`src/sv/matrix4x4_inverse_macros.svh`:
```
// Assertion helpers for the matrix inverse block.
`ifndef MATRIX4X4_INVERSE_MACROS_SVH
`define MATRIX4X4_INVERSE_MACROS_SVH
`ifndef ASSERT_OFF
`define MI4_ASSERT(lbl, clk, rst, prop, msg) \
   lbl: assert property (@(posedge clk) disable iff (rst) prop) else $error(msg);
`define MI4_ASSERT_NEXT(lbl, clk, rst, ante, cons, msg) \
   lbl: assert property (@(posedge clk) disable iff (rst) ante |=> cons) else $error(msg);
`else
`define MI4_ASSERT(lbl, clk, rst, prop, msg)
`define MI4_ASSERT_NEXT(lbl, clk, rst, ante, cons, msg)
`endif
`endif

```
`src/sv/mi4_pkg.sv`:
```
package mi4_pkg;

   localparam int EW            = 32;   // element width
   localparam int M2W           = 64;   // 2x2 minor
   localparam int COFW          = 98;   // cofactor
   localparam int DETW          = 132;  // determinant, also accumulator width
   localparam int QW            = 33;   // quotient bits kept, top one for overflow
   localparam int FRAC_BITS_DEF = 16;

   localparam logic [EW-1:0] SAT_POS = 32'h7FFF_FFFF;
   localparam logic [EW-1:0] SAT_NEG = 32'h8000_0000;

   // multiply steps of one cofactor
   localparam logic [3:0] OP_M0A = 4'd0;
   localparam logic [3:0] OP_M0B = 4'd1;
   localparam logic [3:0] OP_M1A = 4'd2;
   localparam logic [3:0] OP_M1B = 4'd3;
   localparam logic [3:0] OP_M2A = 4'd4;
   localparam logic [3:0] OP_M2B = 4'd5;
   localparam logic [3:0] OP_C0  = 4'd6;
   localparam logic [3:0] OP_C1  = 4'd7;
   localparam logic [3:0] OP_C2  = 4'd8;

   typedef struct packed {
      logic start;
      logic clr;
      logic neg;
   } mac_ctl_type;

   typedef struct packed {
      logic [3:0] a_idx;
      logic [3:0] b_idx;
      logic       clr;
      logic       neg;
   } op_sel_type;

   // k-th index of 0..3 with x left out
   function automatic logic [1:0] skip(input logic [1:0] k, input logic [1:0] x);
      return (k < x) ? k : k + 2'd1;
   endfunction

   function automatic op_sel_type op_sel(input logic [1:0] r, input logic [1:0] c,
                                         input logic [3:0] op);
      logic [1:0] r0, r1, r2, c0, c1, c2;
      logic       odd;
      op_sel_type s;
      r0  = skip(2'd0, r);
      r1  = skip(2'd1, r);
      r2  = skip(2'd2, r);
      c0  = skip(2'd0, c);
      c1  = skip(2'd1, c);
      c2  = skip(2'd2, c);
      odd = r[0] ^ c[0];
      s   = '0;
      case (op)
         OP_M0A: begin s.a_idx = {r1, c1}; s.b_idx = {r2, c2}; s.clr = 1'b1; end
         OP_M0B: begin s.a_idx = {r1, c2}; s.b_idx = {r2, c1}; s.neg = 1'b1; end
         OP_M1A: begin s.a_idx = {r1, c0}; s.b_idx = {r2, c2}; s.clr = 1'b1; end
         OP_M1B: begin s.a_idx = {r1, c2}; s.b_idx = {r2, c0}; s.neg = 1'b1; end
         OP_M2A: begin s.a_idx = {r1, c0}; s.b_idx = {r2, c1}; s.clr = 1'b1; end
         OP_M2B: begin s.a_idx = {r1, c1}; s.b_idx = {r2, c0}; s.neg = 1'b1; end
         OP_C0:  begin s.b_idx = {r0, c0}; s.clr = 1'b1; s.neg = odd; end
         OP_C1:  begin s.b_idx = {r0, c1}; s.neg = ~odd; end
         OP_C2:  begin s.b_idx = {r0, c2}; s.neg = odd; end
         default: s = '0;
      endcase
      return s;
   endfunction

endpackage

```
`src/sv/mi4_div.sv`:
```
module mi4_div #(
   parameter int FRAC_BITS = mi4_pkg::FRAC_BITS_DEF
) (
   input  logic                              clock,
   input  logic                              reset,
   input  logic                              start,
   input  logic signed [mi4_pkg::COFW-1:0]   num,
   input  logic [mi4_pkg::DETW-1:0]          den,
   input  logic                              den_neg,
   output logic                              busy,
   output logic                              done,
   output logic [mi4_pkg::EW-1:0]            quot,
   output logic                              sat
);

   localparam int NW = mi4_pkg::COFW + 2 * FRAC_BITS;
   localparam int CW = $clog2(NW);

   logic [NW-1:0]                n_ff;
   logic [mi4_pkg::DETW-1:0]     rem_ff;
   logic [mi4_pkg::DETW-1:0]     den_ff;
   logic [mi4_pkg::QW-1:0]       q_ff;
   logic                         big_ff;
   logic                         sneg_ff;
   logic [CW-1:0]                cnt_ff;
   logic                         busy_ff;
   logic                         done_ff;
   logic [mi4_pkg::COFW-1:0]     mag;
   logic [mi4_pkg::DETW:0]       part;
   logic [mi4_pkg::DETW+1:0]     diff;
   logic                         ge;
   logic                         last_step;
   logic                         pos_sat;
   logic                         neg_sat;

   assign mag       = num[mi4_pkg::COFW-1] ? (~num + 1'b1) : num;
   assign part      = {rem_ff, n_ff[NW-1]};
   assign diff      = {1'b0, part} - {2'b00, den_ff};
   assign ge        = ~diff[mi4_pkg::DETW+1];
   assign last_step = (cnt_ff == CW'(NW - 1));

   always_ff @(posedge clock) begin
      if (reset) begin
         busy_ff <= 1'b0;
         done_ff <= 1'b0;
         cnt_ff  <= '0;
      end else begin
         done_ff <= busy_ff && last_step;
         if (start) begin
            busy_ff <= 1'b1;
            cnt_ff  <= '0;
         end else if (busy_ff) begin
            cnt_ff <= cnt_ff + 1'b1;
            if (last_step) begin
               busy_ff <= 1'b0;
            end
         end
      end
   end

   always_ff @(posedge clock) begin
      if (start) begin
         n_ff    <= {mag, {(2 * FRAC_BITS){1'b0}}};
         rem_ff  <= '0;
         den_ff  <= den;
         q_ff    <= '0;
         big_ff  <= 1'b0;
         sneg_ff <= num[mi4_pkg::COFW-1] ^ den_neg;
      end else if (busy_ff) begin
         n_ff   <= {n_ff[NW-2:0], 1'b0};
         rem_ff <= ge ? diff[mi4_pkg::DETW-1:0] : part[mi4_pkg::DETW-1:0];
         q_ff   <= {q_ff[mi4_pkg::QW-2:0], ge};
         // anything shifted past the kept quotient bits means overflow
         big_ff <= big_ff | q_ff[mi4_pkg::QW-1];
      end
   end

   assign pos_sat = big_ff | q_ff[32] | q_ff[31];
   assign neg_sat = big_ff | q_ff[32] | (q_ff[31] & (|q_ff[30:0]));

   always_comb begin
      if (sneg_ff) begin
         sat  = neg_sat;
         quot = neg_sat ? mi4_pkg::SAT_NEG : (~q_ff[31:0] + 1'b1);
      end else begin
         sat  = pos_sat;
         quot = pos_sat ? mi4_pkg::SAT_POS : q_ff[31:0];
      end
   end

   assign busy = busy_ff;
   assign done = done_ff;

endmodule

```
`config.mk`:
```
export PLATFORM = sky130hd
export DESIGN_NAME = mi4_div
export DESIGN_NICKNAME = d
export VERILOG_FILES = /design/src/sv/matrix4x4_inverse_macros.svh /design/src/sv/mi4_pkg.sv /design/src/sv/mi4_div.sv
export SDC_FILE = /design/constraint.sdc
export NUM_CORES = 1
export LEC_CHECK = 0
export ABC_AREA = 1
export BUFFER_PORTS_ARGS = -buffer_cell sky130_fd_sc_hd__buf_2
export CAP_MARGIN = 20
export CORE_MARGIN = 1.5
export CORE_UTILIZATION = 60
export CTS_BUF_LIST = sky130_fd_sc_hd__clkbuf_8
export DETAILED_ROUTE_END_ITERATION = 12
export MAX_ROUTING_LAYER = met4
export PLACE_DENSITY = 0.89
export SLEW_MARGIN = 20
export SYNTH_ARGS = -nofsm -noshare
export SYNTH_HDL_FRONTEND = slang
export SYNTH_SLANG_ARGS = --single-unit
```
`constraint.sdc`:
```
create_clock -name clock -period 9.45 [get_ports clock]
set_input_delay 1.89 -clock clock [delete_from_list [all_inputs] [get_ports clock]]
set_output_delay 1.89 -clock clock [all_outputs]
set_load 0.02 [all_outputs]
```
==> metrics.md <==
| Metric | Value |
|---|---|
| Outcome | `finished clean` |
| Sequence of cells on the critical path | `inv_1, ha_1, nand3_1, nor2_1, nand4_1, o21ai_1, nand2_1, nor2_2, inv_1, o221ai_1, buf_2` |
| List of most frequent post-synthesis cells | `1919 x sky130_fd_sc_hd__nand2_1, 1079 x sky130_fd_sc_hd__inv_1, 566 x sky130_fd_sc_hd__nor2_1, 263 x sky130_fd_sc_hd__nand3_1, 231 x sky130_fd_sc_hd__edfxtp_1` |
| Root buf cell | `sky130_fd_sc_hd__clkbuf_8` |
| Length of the first detailed-routing pass in iterations | `8` |
| Most used routing layer in global routing | `met2` |
| Top-area cell type share of the netlist area | `21.4%` |
| Critical path depth in cells | `11` |
| Fmax | `178 MHz` |
| Number of instances in the synthesized netlist | `5476` |
| TritonCTS clock tree | `done` |
| Post-detailed-routing wire length | `126 mm` |
| Synth Flop Type | `sky130_fd_sc_hd__edfxtp_1` |
| Layout Skew | `53.6 ps` |
| Die Y | `240 um` |
| Post-route ant nets | `0` |
| Parity-gate share of the synthesized area counting xor and xnor cells | `4.68%` |
| Number of clock buffers inserted by TritonCTS | `71` |
| Setup fix buffers added after clock tree synthesis | `0` |
| Cell with the largest stage delay on the worst path | `sky130_fd_sc_hd__inv_1` |
| Worst setup path class | `reg2out` |
| Sort of element at the end of the critical path | `output port` |
| Detailed-route wire length per cell | `19.3 um` |
| Final critical delay including setup and external delays | `5610 ps` |
| RSZ-0062 raised after global routing | `false` |
| Met2 layer usage reported by global route | `67.8%` |
| Number of synthesized flops with an enable pin | `231` |
| GR Layer Usage met3 | `8.85%` |
| Vias in the first global route | `34291` |
| Transition time at the pin with the least slew margin | `1120 ps` |
| Yosys top cell by area | `sky130_fd_sc_hd__nand2_1` |
| Die footprint | `57600 sq um` |
| Number of hold buffers added after cts | `0` |
| Post-detailed-route DRC marker count | `0` |
| Most area-consuming cells after synthesis | `sky130_fd_sc_hd__nand2_1 21%, sky130_fd_sc_hd__edfxtp_1 21%, sky130_fd_sc_hd__inv_1 12%` |
| Worst Setup Start Kind | `flop` |
| Buffer depth of the longest clock path | `3` |
| All-layer global routing usage | `44.3%` |
| Max cap viols | `0` |
| Most frequent cell after synthesis | `sky130_fd_sc_hd__nand2_1` |
| Delay-heaviest family, CP | `simple AND/OR/NAND/NOR gates` |
| Area share of fa/ha/maj cells after synthesis | `5.11%` |
| Avg Cell Area, Syn | `6.15 sq um` |
| Clock edge transition at the registers on the reported setup and hold paths | `60 ps` |
| Total Neg Setup Slack | `0 ps` |
| Number of endpoints failing setup at the final stage | `0` |
| Post-detailed-route via-to-cell ratio | `5.61` |
| Proportion of synthesized area in mux cells | `0%` |
| Met1 demand-to-capacity share in global routing | `54.1%` |
| Maximum single-stage delay on the critical path | `420 ps` |
| Syn Nets | `5847` |
| Arrival time at the worst endpoint | `3720 ps` |
| Kind of path behind the tightest hold check | `reg2reg` |
| Worst path required time | `7560 ps` |
| Number of H-tree levels | `3` |
| Row cnt | `86` |
| Largest fanout on the critical path | `24` |
| Sink count of the clock tree | `407` |
| Net count reported at finish | `6095` |
| Crit Reg-Reg Endpoint | `rem_ff[130]` |
| Overflow left after global routing | `0` |
| Logic depth of the worst register-to-register path | `17` |
| Half-perimeter wire length after placement | `99.9 mm` |
| Leakage power summed over all cells | `0.0196 uW` |
| Crit path launch | `q_ff[0]` |
| Setup slack after layout | `3840 ps` |
| Fraction of final layout cells sized beyond drive strength 1 | `7.40%` |
| Number of buffers added on ports | `268` |
| Count of distinct cell types in the synthesized netlist | `50` |
| Sequential-to-total area share from yosys stat | `31.0%` |
| Worst max-slew margin expressed relative to the limit | `25.5%` |
| Period utilisation layout | `59.4%` |
| Maximum vdd drop | `0.197 mV` |
| Initial cell density of the core | `60.9%` |
| Ys async rst share | `0%` |
| Violation count after the first detailed-route iteration | `4241` |
| Total number of vias | `36691` |
| Pre-CTS setup slack | `4900 ps` |
| Clock insertion delay at the later pin of the skew report | `750 ps` |
| Wire length of the first global-routing pass | `188 mm` |
| Maximum number of pins on one net before global-route repair | `100` |
| Number of resized instances in the post-cts repair step | `0` |
| Synthesized-area fraction occupied by ao, oa, aoi and oai cells | `9.61%` |
| Relative area change from synthesis to final layout | `10.2%` |
| Register-to-register setup slack | `4920 ps` |
| Die X | `240 um` |
| WP buf/inv | `3` |
| Number of ports placed on the die boundary | `269` |
| Basic-gate share of the synthesized area counting and, or, nand and nor cells | `35.9%` |
| Worst Setup EP | `quot[18]` |
| Seq cells post-synth | `407` |
| Dominant combinational cell family by area after synthesis | `simple AND/OR/NAND/NOR gates` |
| Worst path most repeated cell | `sky130_fd_sc_hd__inv_1` |
| Power per unit of standard cell area | `118 nW/um^2` |
| GPL Wtd Cong | `1.16` |
| Count of final max-slew check failures | `0` |
| Antenna violations before repair | `10` |
| Area of the mapped netlist | `33700 sq um` |
| Final Hold Fails | `0` |
| Core ar. | `55300 sq um` |
| Warning count from the yosys run | `0` |
| Critical R2R Launch | `den_ff[47]` |
==> flip-flops by register name, summed over array words and instances (netlist names) <==
| signal | cells |
|---|---|
| busy | 1 |
| done | 1 |
| q_ff | 33 |
| rem_ff | 132 |
| n_ff | 98 |
| den_ff | 132 |
| big_ff | 1 |
| sneg_ff | 1 |
| cnt_ff | 8 |
==> worst min-delay path by stage <==
stage | start | slack, ps | cells past startpoint | end
finish | rem_ff[81] | 470 | 2 | rem_ff[81]
global route | rem_ff[47] | 490 | 2 | rem_ff[47]
CTS | rem_ff[79] | 470 | 2 | rem_ff[79]
detailed placement | big_ff | 460 | 2 | big_ff
global placement | big_ff | 450 | 2 | big_ff
floorplan | big_ff | 440 | 2 | big_ff
==> where the power goes <==
group          switching, uW  total [uW]  internal, uW
combinational            447         644           197
sequential              32.3        2020          1990
clock                    826        1710           885
==> per-stage QoR <==
| step | cell area, sq um | std cells | total power, uW | hold WS (ps) | util [%] |
|---|---|---|---|---|---|
| after global routing | 37100 | 6540 | 4530 | 488 | 67.1 |
| after detailed placement | 35600 | 6398 | 2680 | 462 | 64.4 |
| after global placement | 35600 | 6398 | 2660 | 451 | 64.4 |
| final | 37100 | 6541 | 4380 | 475 | 67.1 |
| after floorplan | 33700 | 5476 | 2440 | 437 | - |
| after CTS | 37100 | 6529 | 4360 | 473 | 67.0 |
==> layer usage <==
layer | part of all wire (%) | wire length (um)
met1 | 39 | 49100
met5 | 0 | 0
met3 | 11 | 13400
met2 | 44 | 55100
met4 | 6.6 | 8330
==> area by class of cell <==
cell class / instances / area, sq um
Clock inverter: 50 / 354
Antenna cell: 11 / 27.5
Inverter: 1091 / 4100
Timing Repair Buffer: 283 / 1480
Fill cell: 5043 / 18200
Clock buffer: 81 / 1110
Sequential cell: 407 / 10500
Tap cell: 748 / 936
Multi-Input combinational cell: 3870 / 18700
==> tightest hold or removal path, cell delays in order, from the launching register on <==
cell	delay, ps
sky130_fd_sc_hd__dfxtp_1	320
sky130_fd_sc_hd__nand2_1	60
sky130_fd_sc_hd__nand2_1	40
==> kinds of logic (layout without fill, tap and decap cells) <==
family                     Yosys count  in the layout
and+or+nand+nor                   2983           2983
buffers and inverters             1199           1505
AOI/OAI and AO/OA                  570            570
DFF                                407            407
xor gates and xnor gates           180            180
adders and majority gates          137            137
other                                0             11
==> cells in the final DEF (no fill, tap or decap), types with 13 or more instances in the layout <==
| master | Yosys | layout |
|---|---|---|
| sky130_fd_sc_hd__o22ai_1 | 32 | 32 |
| sky130_fd_sc_hd__nor4_1 | 32 | 32 |
| sky130_fd_sc_hd__nor2_1 | 566 | 564 |
| sky130_fd_sc_hd__a31oi_1 | 33 | 33 |
| sky130_fd_sc_hd__o21ai_0 | 180 | 180 |
| sky130_fd_sc_hd__edfxtp_1 | 231 | 231 |
| sky130_fd_sc_hd__dfxtp_1 | 176 | 175 |
| sky130_fd_sc_hd__xor2_1 | 107 | 107 |
| sky130_fd_sc_hd__xnor2_1 | 73 | 73 |
| sky130_fd_sc_hd__ha_1 | 136 | 136 |
| sky130_fd_sc_hd__o21ai_1 | 38 | 38 |
| sky130_fd_sc_hd__o21bai_1 | 24 | 24 |
| sky130_fd_sc_hd__o221ai_1 | 13 | 13 |
| sky130_fd_sc_hd__inv_1 | 1079 | 1107 |
| sky130_fd_sc_hd__or2_1 | 15 | 15 |
| sky130_fd_sc_hd__nand4_1 | 92 | 92 |
| sky130_fd_sc_hd__nor3_1 | 46 | 46 |
| sky130_fd_sc_hd__buf_4 | 12 | 14 |
| sky130_fd_sc_hd__nand3_1 | 263 | 263 |
| sky130_fd_sc_hd__nand3b_1 | 17 | 17 |
| sky130_fd_sc_hd__buf_2 | 13 | 267 |
| sky130_fd_sc_hd__a21oi_1 | 173 | 173 |
| sky130_fd_sc_hd__clkbuf_8 | 0 | 82 |
| sky130_fd_sc_hd__nand2_1 | 1919 | 1919 |
| sky130_fd_sc_hd__nor2_2 | 16 | 16 |
| sky130_fd_sc_hd__o211ai_1 | 58 | 58 |
Power figures use the tool's default switching activity.
