### config.mk
export PLATFORM = sky130hd
export DESIGN_NAME = mi4_mac
export DESIGN_NICKNAME = d
export VERILOG_FILES = /design/src/sv/matrix4x4_inverse_macros.svh /design/src/sv/mi4_pkg.sv /design/src/sv/mi4_mac.sv
export SDC_FILE = /design/constraint.sdc
export NUM_CORES = 1
export LEC_CHECK = 0
export ABC_AREA = 1
export BUFFER_PORTS_ARGS = -buffer_cell sky130_fd_sc_hd__buf_2
export CORE_ASPECT_RATIO = 2
export CORE_MARGIN = 1.5
export CORE_UTILIZATION = 40
export DETAILED_ROUTE_END_ITERATION = 10
export PLACE_DENSITY = 0.67
export REMOVE_ABC_BUFFERS = 1
export SYNTH_ARGS = -nofsm -noshare
export SYNTH_HDL_FRONTEND = slang
export SYNTH_SLANG_ARGS = --single-unit
### constraint.sdc
create_clock -name clock -period 21.2 [get_ports clock]
set_input_delay 1.06 -clock clock [delete_from_list [all_inputs] [get_ports clock]]
set_output_delay 1.06 -clock clock [all_outputs]
set_load 0.01 [all_outputs]
### src/sv/matrix4x4_inverse_macros.svh
// Assertion helpers for the matrix inverse block.
`ifndef MATRIX4X4_INVERSE_MACROS_SVH
`define MATRIX4X4_INVERSE_MACROS_SVH
`ifndef ASSERT_OFF
`define MI4_ASSERT(lbl, clk, rst, prop, msg) \
   lbl: assert property (@(posedge clk) disable iff (rst) prop) else $error(msg);
`define MI4_ASSERT_NEXT(lbl, clk, rst, ante, cons, msg) \
   lbl: assert property (@(posedge clk) disable iff (rst) ante |=> cons) else $error(msg);
`else
`define MI4_ASSERT(lbl, clk, rst, prop, msg)
`define MI4_ASSERT_NEXT(lbl, clk, rst, ante, cons, msg)
`endif
`endif

### src/sv/mi4_pkg.sv
package mi4_pkg;

   localparam int EW            = 32;   // element width
   localparam int M2W           = 64;   // 2x2 minor
   localparam int COFW          = 98;   // cofactor
   localparam int DETW          = 132;  // determinant, also accumulator width
   localparam int QW            = 33;   // quotient bits kept, top one for overflow
   localparam int FRAC_BITS_DEF = 16;

   localparam logic [EW-1:0] SAT_POS = 32'h7FFF_FFFF;
   localparam logic [EW-1:0] SAT_NEG = 32'h8000_0000;

   // multiply steps of one cofactor
   localparam logic [3:0] OP_M0A = 4'd0;
   localparam logic [3:0] OP_M0B = 4'd1;
   localparam logic [3:0] OP_M1A = 4'd2;
   localparam logic [3:0] OP_M1B = 4'd3;
   localparam logic [3:0] OP_M2A = 4'd4;
   localparam logic [3:0] OP_M2B = 4'd5;
   localparam logic [3:0] OP_C0  = 4'd6;
   localparam logic [3:0] OP_C1  = 4'd7;
   localparam logic [3:0] OP_C2  = 4'd8;

   typedef struct packed {
      logic start;
      logic clr;
      logic neg;
   } mac_ctl_type;

   typedef struct packed {
      logic [3:0] a_idx;
      logic [3:0] b_idx;
      logic       clr;
      logic       neg;
   } op_sel_type;

   // k-th index of 0..3 with x left out
   function automatic logic [1:0] skip(input logic [1:0] k, input logic [1:0] x);
      return (k < x) ? k : k + 2'd1;
   endfunction

   function automatic op_sel_type op_sel(input logic [1:0] r, input logic [1:0] c,
                                         input logic [3:0] op);
      logic [1:0] r0, r1, r2, c0, c1, c2;
      logic       odd;
      op_sel_type s;
      r0  = skip(2'd0, r);
      r1  = skip(2'd1, r);
      r2  = skip(2'd2, r);
      c0  = skip(2'd0, c);
      c1  = skip(2'd1, c);
      c2  = skip(2'd2, c);
      odd = r[0] ^ c[0];
      s   = '0;
      case (op)
         OP_M0A: begin s.a_idx = {r1, c1}; s.b_idx = {r2, c2}; s.clr = 1'b1; end
         OP_M0B: begin s.a_idx = {r1, c2}; s.b_idx = {r2, c1}; s.neg = 1'b1; end
         OP_M1A: begin s.a_idx = {r1, c0}; s.b_idx = {r2, c2}; s.clr = 1'b1; end
         OP_M1B: begin s.a_idx = {r1, c2}; s.b_idx = {r2, c0}; s.neg = 1'b1; end
         OP_M2A: begin s.a_idx = {r1, c0}; s.b_idx = {r2, c1}; s.clr = 1'b1; end
         OP_M2B: begin s.a_idx = {r1, c1}; s.b_idx = {r2, c0}; s.neg = 1'b1; end
         OP_C0:  begin s.b_idx = {r0, c0}; s.clr = 1'b1; s.neg = odd; end
         OP_C1:  begin s.b_idx = {r0, c1}; s.neg = ~odd; end
         OP_C2:  begin s.b_idx = {r0, c2}; s.neg = odd; end
         default: s = '0;
      endcase
      return s;
   endfunction

endpackage

### src/sv/mi4_mac.sv
module mi4_mac (
   input  logic                                 clock,
   input  logic                                 reset,
   input  mi4_pkg::mac_ctl_type                 ctl,
   input  logic signed [mi4_pkg::DETW-1:0]      a,
   input  logic signed [mi4_pkg::EW-1:0]        b,
   output logic                                 busy,
   output logic                                 done,
   output logic signed [mi4_pkg::DETW-1:0]      acc
);

   logic [mi4_pkg::DETW-1:0] mcand_ff;
   logic [mi4_pkg::DETW-1:0] acc_ff;
   logic [mi4_pkg::DETW-1:0] addend;
   logic [mi4_pkg::EW-1:0]   b_ff;
   logic [4:0]               cnt_ff;
   logic                     neg_ff;
   logic                     busy_ff;
   logic                     done_ff;
   logic                     sub;
   logic                     last_step;

   // sign bit of b carries negative weight
   assign last_step = (cnt_ff == 5'd31);
   assign sub       = neg_ff ^ last_step;
   assign addend    = sub ? (~mcand_ff + 1'b1) : mcand_ff;

   always_ff @(posedge clock) begin
      if (reset) begin
         busy_ff <= 1'b0;
         done_ff <= 1'b0;
         cnt_ff  <= '0;
      end else begin
         done_ff <= busy_ff && last_step;
         if (ctl.start) begin
            busy_ff <= 1'b1;
            cnt_ff  <= '0;
         end else if (busy_ff) begin
            cnt_ff <= cnt_ff + 5'd1;
            if (last_step) begin
               busy_ff <= 1'b0;
            end
         end
      end
   end

   always_ff @(posedge clock) begin
      if (ctl.start) begin
         mcand_ff <= a;
         b_ff     <= b;
         neg_ff   <= ctl.neg;
         if (ctl.clr) begin
            acc_ff <= '0;
         end
      end else if (busy_ff) begin
         if (b_ff[0]) begin
            acc_ff <= acc_ff + addend;
         end
         mcand_ff <= {mcand_ff[mi4_pkg::DETW-2:0], 1'b0};
         b_ff     <= {1'b0, b_ff[mi4_pkg::EW-1:1]};
      end
   end

   assign busy = busy_ff;
   assign done = done_ff;
   assign acc  = acc_ff;

endmodule

==> results.py, run 1 <==
metrics = {
    "cts": {
        "clock_sinks": 304,
        "cts_resized": 0,
        "htree_levels": 2,
        "hold_buffers": 0,
        "ctsLongestPathBuffers": 3,
        "postCtsSetupBuffers": 0,
        "numCtsBuffers": 35,
        "insertion_delay_ns": 0.61,
        "path_clk_slew_ns": 0.07,
        "cts_tree": "yes",
        "cts_root_buf": "clkbuf_16",
    },
    "setup_path": {
        "r2r_cells": 25,
        "reg2reg_slack_ns": 14.72,
        "cp_slowest_cell": "buf_4",
        "critical_path_class": "flip-flop to flip-flop",
        "path_max_fanout": 96,
        "crit_required_ns": 21.57,
        "startpoint_type": "flip-flop",
        "slowest_delay_ns": 0.86,
        "r2r-end": "acc[99]",
        "worstSetupEndpointType": "flip-flop",
        "r2r_start": "cnt_ff[0]",
        "arrival_ns": 6.85,
    },
    "sta": {
        "fin_crit_sh_pct": 30.6,
        "worst_pin_slew_ns": 1.34,
        "finalHoldViolations": 0,
        "relSlewSlack_pct": 10.6,
        "tns_ns": 0,
        "fin_skew_ns": 0.0347,
        "max_clock_freq_ghz": 0.154,
        "fin_crit_ns": 6.48,
        "rsz0062_at_grt": "false",
        "maxSlewViolCount": 0,
        "setup_violations": 0,
    },
    "global_routing": {
        "gr-usage-met2_pct": 65.8,
        "use_met1_pct": 40.4,
        "grt_busiest_layer": "met2",
        "grt_antenna_before_repair": 3,
        "gr-total-overflow": 0,
        "grt_pass1_vias": 30900,
        "track_usage_pct": 39.5,
        "grt_pass1_wl_um": 210000,
        "grt_max_degree": 118,
        "grt.met3_usage_pct": 5.13,
    },
    "synthesis": {
        "synth_mux_area_share_pct": 0,
        "ys_ff_latch": 304,
        "synthSimpleGateAreaFrac_pct": 36.5,
        "syn_inst": 4741,
        "ys_seq_area_share_pct": 30.8,
        "yosysWarnings": 0,
        "syn_avg_cell_area_um2": 6.20,
        "synth_top_family_by_area": "simple AND/OR/NAND/NOR gates",
        "synthDistinctLibCells": 54,
        "synth_compound_area_share_pct": 11.9,
        "yosys.area_share.xor_xnor_pct": 3.78,
        "syn-cell-area_um2": 29400,
        "synth_fa_ha_area_share_pct": 5.81,
    },
    "min_path": {
        "hold_end": "cnt_ff[4]",
        "hold_start": "cnt_ff[4]",
        "min-delay-path-class": "flip-flop to flip-flop",
        "holdPathStages": 2,
    },
    "floorplanning": {
        "chipWidth_um": 195,
        "die_area_um2": 75200,
        "initial_utilization_pct": 40.3,
        "io_pins": 303,
        "rows": 140,
        "die_h_um": 386,
        "core_um2": 72900,
    },
    "detailed_routing": {
        "dr.pass1.iters": 5,
        "vias": 32500,
        "drtIter0Drc": 2812,
        "drc": 0,
        "vias_per_cell": 5.44,
        "wire_per_inst_um": 25.4,
        "ant_nets": 0,
        "totalWireLength_um": 151000,
    },
    "outcome": {
        "status": "finished clean",
    },
    "placement": {
        "hpwl_um": 125000,
        "io_buffers": 302,
        "gp_congestion": 1.07,
    },
    "power": {
        "p_leak_nw": 16.1,
        "ir_worst_vdd_uv": 70.5,
        "p_per_area_nw_per_um2": 96.4,
    },
    "final_layout": {
        "post-route-util_pct": 45.3,
        "mostFrequentLayoutCell": "nand2_1",
        "final_cell_mix": "nand2_1 (1560), inv_1 (787), nor2_1 (684), a21oi_1 (331), buf_2 (301)",
        "drive_gt1_share_pct": 8.93,
        "nFillCells": 7967,
        "nets": 5324,
        "area_growth_pct": 12.2,
    },
    "flow_run": {
        "maxCapViolations": 0,
    },
}
-- cell type report --
type,instances,area [µm²],share of cell area (%)
diodes,5,12.5,0.0379
clock buffers,41,898,2.72
clock inverters,19,179,0.543
inverters,807,3040,9.23
multi-input cells,3561,17100,51.7
flip-flops and latches,304,9060,27.5
well taps,923,1150,3.50
repair buffers,310,1580,4.79
-- where the power goes --
group | leakage (nW) | switching [mW] | internal, mW | total [mW]
clock | 0.521 | 0.306 | 0.332 | 0.638
sequential | 3.07 | 0.103 | 0.783 | 0.887
combinational | 12.5 | 1.21 | 0.443 | 1.65
-- through the flow --
step,hold WS (ns),std cells,instance area (µm²),power [mW],worst slack (ns)
4_1_cts,0.489,5965,33000,3.12,14.91
5_1_grt,0.508,5965,33000,3.32,14.34
2_1_floorplan,0.445,4672,29100,1.81,11.70
3_5_place_dp,0.478,5905,31900,2.49,14.93
6_report,0.486,5970,33000,3.18,14.72
3_3_place_gp,0.464,5905,31900,2.48,14.93
-- synth_stat cells, drive strengths merged --
cell / count / area, µm²
a211oi: 2 / 15.0
a21boi: 1 / 7.51
a21o: 3 / 22.5
a21oi: 333 / 1670
a31oi: 2 / 12.5
a41oi: 1 / 8.76
and2: 9 / 56.3
and3: 1 / 6.26
buf: 16 / 66.3
clkbuf: 53 / 199
clkinv: 2 / 8.75
dfxtp: 7 / 140
edfxtp: 297 / 8920
fa: 1 / 20.0
ha: 135 / 1690
inv: 805 / 3020
nand2: 1567 / 5900
nand3: 196 / 1030
nand3b: 11 / 86.3
nand4: 56 / 350
nor2: 716 / 2810
nor3: 51 / 327
nor3b: 2 / 20.0
nor4: 15 / 115
o211ai: 5 / 37.5
o21a: 7 / 52.6
o21ai: 286 / 1440
o21bai: 22 / 165
o31ai: 4 / 30.0
o41ai: 3 / 26.3
or2: 5 / 31.3
xnor2: 6 / 52.6
xor2: 121 / 1060
-- flip-flops by register name, summed over array words and instances (netlist names) --
register / flops
busy: 1
neg_ff: 1
acc: 132
mcand_ff: 132
done: 1
cnt_ff: 5
b_ff: 32
-- worst max-delay path, delay by kind of cell (launching register included) --
family,cells,cell delay [ns]
flops,1,0.35
simple gates,14,2.38
buf+inv,7,1.88
fa+ha+maj,3,1.07
compound gates,1,0.46
-- cells by family (layout without fill, tap and decap cells) --
family,after synthesis,count (layout)
adders and majority gates,136,136
AOI/OAI and AO/OA,669,669
DFF,304,304
xor gates and xnor gates,127,127
and+or+nand+nor,2629,2629
other,0,5
buffers and inverters,876,1177
-- how the worst max path moves through the flow --
stage,from,endpoint,slack [ns],cells past startpoint
finish,cnt_ff[0],acc[99],14.72,25
global route,cnt_ff[0],acc[131],14.34,24
CTS,cnt_ff[0],acc[115],14.91,24
detailed placement,cnt_ff[0],acc[115],14.93,24
global placement,cnt_ff[0],acc[99],14.93,25
floorplan,ctl[2],acc[0],11.70,3
-- routing by layer --
| layer | share of wire [%] | vias to the layer above |
|---|---|---|
| met5 | 0.0059 | - |
| met4 | 14 | 2 |
| met3 | 5.9 | 536 |
| met2 | 46 | 1572 |
| met1 | 34 | 14700 |
| li1 | - | 15600 |
Power figures use the tool's default switching activity.
==> inputs of run 2 (changes only) <==
==> constraint.sdc (replaced) <==
create_clock -name clock -period 6.6 [get_ports clock]
set_input_delay 0.33 -clock clock [delete_from_list [all_inputs] [get_ports clock]]
set_output_delay 0.33 -clock clock [all_outputs]
set_load 0.01 [all_outputs]
==> run 2 against run 1 <==
  * The flow now finishes with violations (capacitance limit, slew limit)
  * Setup slack got worse by 14 ns
  * Die area unchanged
  * Clock-buffer cell count is 2 lower
  * Sequential share of layout area is 0.56 points lower
  * Flip-flop and latch count did not move
  * Sequential power grew to 3.2 times the previous value
  * Worst hold slack got worse by 0.47 ns
  * Clock skew decreased by 0.0071 ns
  * Maximum frequency up 7.2%
  * Cell count is 1.0% higher
==> results.py, run 2 (synthesis gave the netlist of run 1 again) <==
metrics = {
    "detailed_routing": {
        "vias_per_cell": 5.47,
        "totalWireLength_um": 155000,
        "vias": 33000,
        "dr.pass1.iters": 6,
        "drc": 0,
        "ant_nets": 0,
        "wire_per_inst_um": 25.6,
        "drtIter0Drc": 2981,
    },
    "final_layout": {
        "multi_input_area_um2": 17100,
        "mostFrequentLayoutCell": "nand2_1",
        "nets": 5383,
        "final_area_um2": 33700,
        "nFillCells": 8010,
        "area_growth_pct": 14.5,
        "regArea_um2": 9060,
        "final_cell_mix": "nand2_1 (1560), inv_1 (787), nor2_1 (684), a21oi_1 (331), buf_2 (301)",
        "drive_gt1_share_pct": 9.07,
    },
    "sta": {
        "setup_violations": 0,
        "max_clock_freq_ghz": 0.165,
        "whs_ns": 0.0114,
        "relSlewSlack_pct": -0.901,
        "fin_crit_sh_pct": 91.6,
        "maxSlewViolCount": 2,
        "finalHoldViolations": 0,
        "fin_crit_ns": 6.04,
        "fin_skew_ns": 0.0276,
        "fin_ws_ns": 0.556,
        "rsz0062_at_grt": "false",
        "worst_pin_slew_ns": 1.51,
    },
    "cts": {
        "cts_root_buf": "clkbuf_16",
        "postCtsSetupBuffers": 0,
        "clock_sinks": 304,
        "insertion_delay_ns": 0.62,
        "ctsLongestPathBuffers": 3,
        "cts_tree": "yes",
        "numCtsBuffers": 36,
        "path_clk_slew_ns": 0.07,
        "htree_levels": 2,
    },
    "setup_path": {
        "crit_required_ns": 6.96,
        "reg2reg_slack_ns": 0.56,
        "cp_top_family": "simple AND/OR/NAND/NOR gates",
        "cpMostUsedCell": "nand2_1",
        "r2r-end": "acc[98]",
        "r2r_cells": 23,
        "crit_chain": "ha_1 > inv_1 > nor3_1 > ha_1 > or2_1 > nand2_2 > inv_4 > buf_4 > nand2_1 > o21ai_0 > xor2_1 > ha_1 > nand2_1 > nor2_1 > nand2_1 > nor2_2 > nand4_1 > o211ai_1 > nand2_1 > nand3_1 > nand2_1 > nand2_1 > nor2_1",
        "worstSetupEndpointType": "flip-flop",
        "arrival_ns": 6.41,
        "path_buf_inv": 3,
        "path_max_fanout": 40,
        "r2r_start": "cnt_ff[0]",
        "cp_slowest_cell": "o211ai_1",
        "startpoint_type": "flip-flop",
        "slowest_delay_ns": 1.01,
        "critical_path_class": "flip-flop to flip-flop",
    },
    "power": {
        "p_leak_nw": 16.5,
        "ir_worst_vdd_uv": 181,
        "p_per_area_nw_per_um2": 310,
    },
    "min_path": {
        "holdPathStages": 3,
        "min-delay-path-class": "primary input to flip-flop",
        "hold_end": "b_ff[28]",
        "hold_start": "b[28]",
    },
    "global_routing": {
        "grt_pass1_wl_um": 216000,
        "grt_pass1_vias": 31600,
        "grt_antenna_before_repair": 9,
        "track_usage_pct": 40.5,
        "grt_max_degree": 116,
        "gr-total-overflow": 0,
    },
    "placement": {
        "hpwl_um": 127000,
        "placed_area_um2": 31900,
        "gp_congestion": 1.09,
        "dp_slack_ns": 1.30,
        "io_buffers": 302,
    },
    "floorplanning": {
        "initial_utilization_pct": 40.3,
        "io_pins": 303,
        "rows": 140,
        "die_h_um": 386,
        "chipWidth_um": 195,
        "die_area_um2": 75200,
        "core_um2": 72900,
    },
    "outcome": {
        "status": "complete, but fails checks",
        "violations": "capacitance limit, slew limit",
    },
    "flow_run": {
        "maxCapViolations": 1,
    },
}
## run 2: worst max-delay path by stage
| stage | depth (start not counted) | from | to | slack, ns |
|---|---|---|---|---|
| 3_3_place_gp | 23 | mcand_ff[36] | acc[117] | 1.22 |
| 5_1_grt | 24 | cnt_ff[0] | acc[128] | 0.22 |
| 6_report | 23 | cnt_ff[0] | acc[98] | 0.56 |
| 4_1_cts | 23 | mcand_ff[36] | acc[128] | 1.29 |
| 3_5_place_dp | 23 | mcand_ff[36] | acc[117] | 1.30 |
| 2_1_floorplan | 3 | ctl[2] | acc[0] | -2.17 |
## run 2: what timing repair did
action	CTS	global route
hold buffers	51	0
setup endpoints to repair	0	0
resized for setup	0	0
hold endpoints to repair	52	0
## run 2: per-layer routing
metal	vias to the layer above	part of all wire, %	routed length (µm)	GRT usage, %
li1	15700	-	-	-
met4	4	13	20800	45.6
met2	1726	47	72400	67.2
met1	15000	33	50600	40.4
met5	-	0.018	28	0
met3	600	7.0	10800	7.18
## run 2: area by class of cell
class / instances / share of cell area (%)
clock buffer: 39 / 2.71
clock inverter: 24 / 0.814
sequential: 304 / 26.9
multi-input combinational: 3561 / 50.7
antenna: 6 / 0.0446
inverter: 807 / 9.04
timing repair buffer: 368 / 6.40
tap: 923 / 3.43
## run 2: worst min-delay path, delay by kind of cell
family                 cells  cell delay, ns
AND/OR/NAND/NOR            2            0.11
buffers and inverters      1            0.08
## run 2: per-stage QoR
step	setup TNS (ns)	power, mW	instances	utilization [%]
floorplan	-286.77	5.80	4672	-
global placement	0	8.00	5911	43.8
detailed placement	0	8.01	5911	43.8
CTS	0	10.2	6025	46.2
global route	0	10.9	6027	46.2
finish	0	10.4	6032	46.2
## run 2: power by group
| group | internal, mW | total [mW] | switching (mW) |
|---|---|---|---|
| logic | 1.45 | 5.41 | 3.96 |
| clock network | 1.18 | 2.18 | 1.00 |
| registers | 2.52 | 2.85 | 0.335 |
| total | 5.14 | 10.4 | 5.30 |
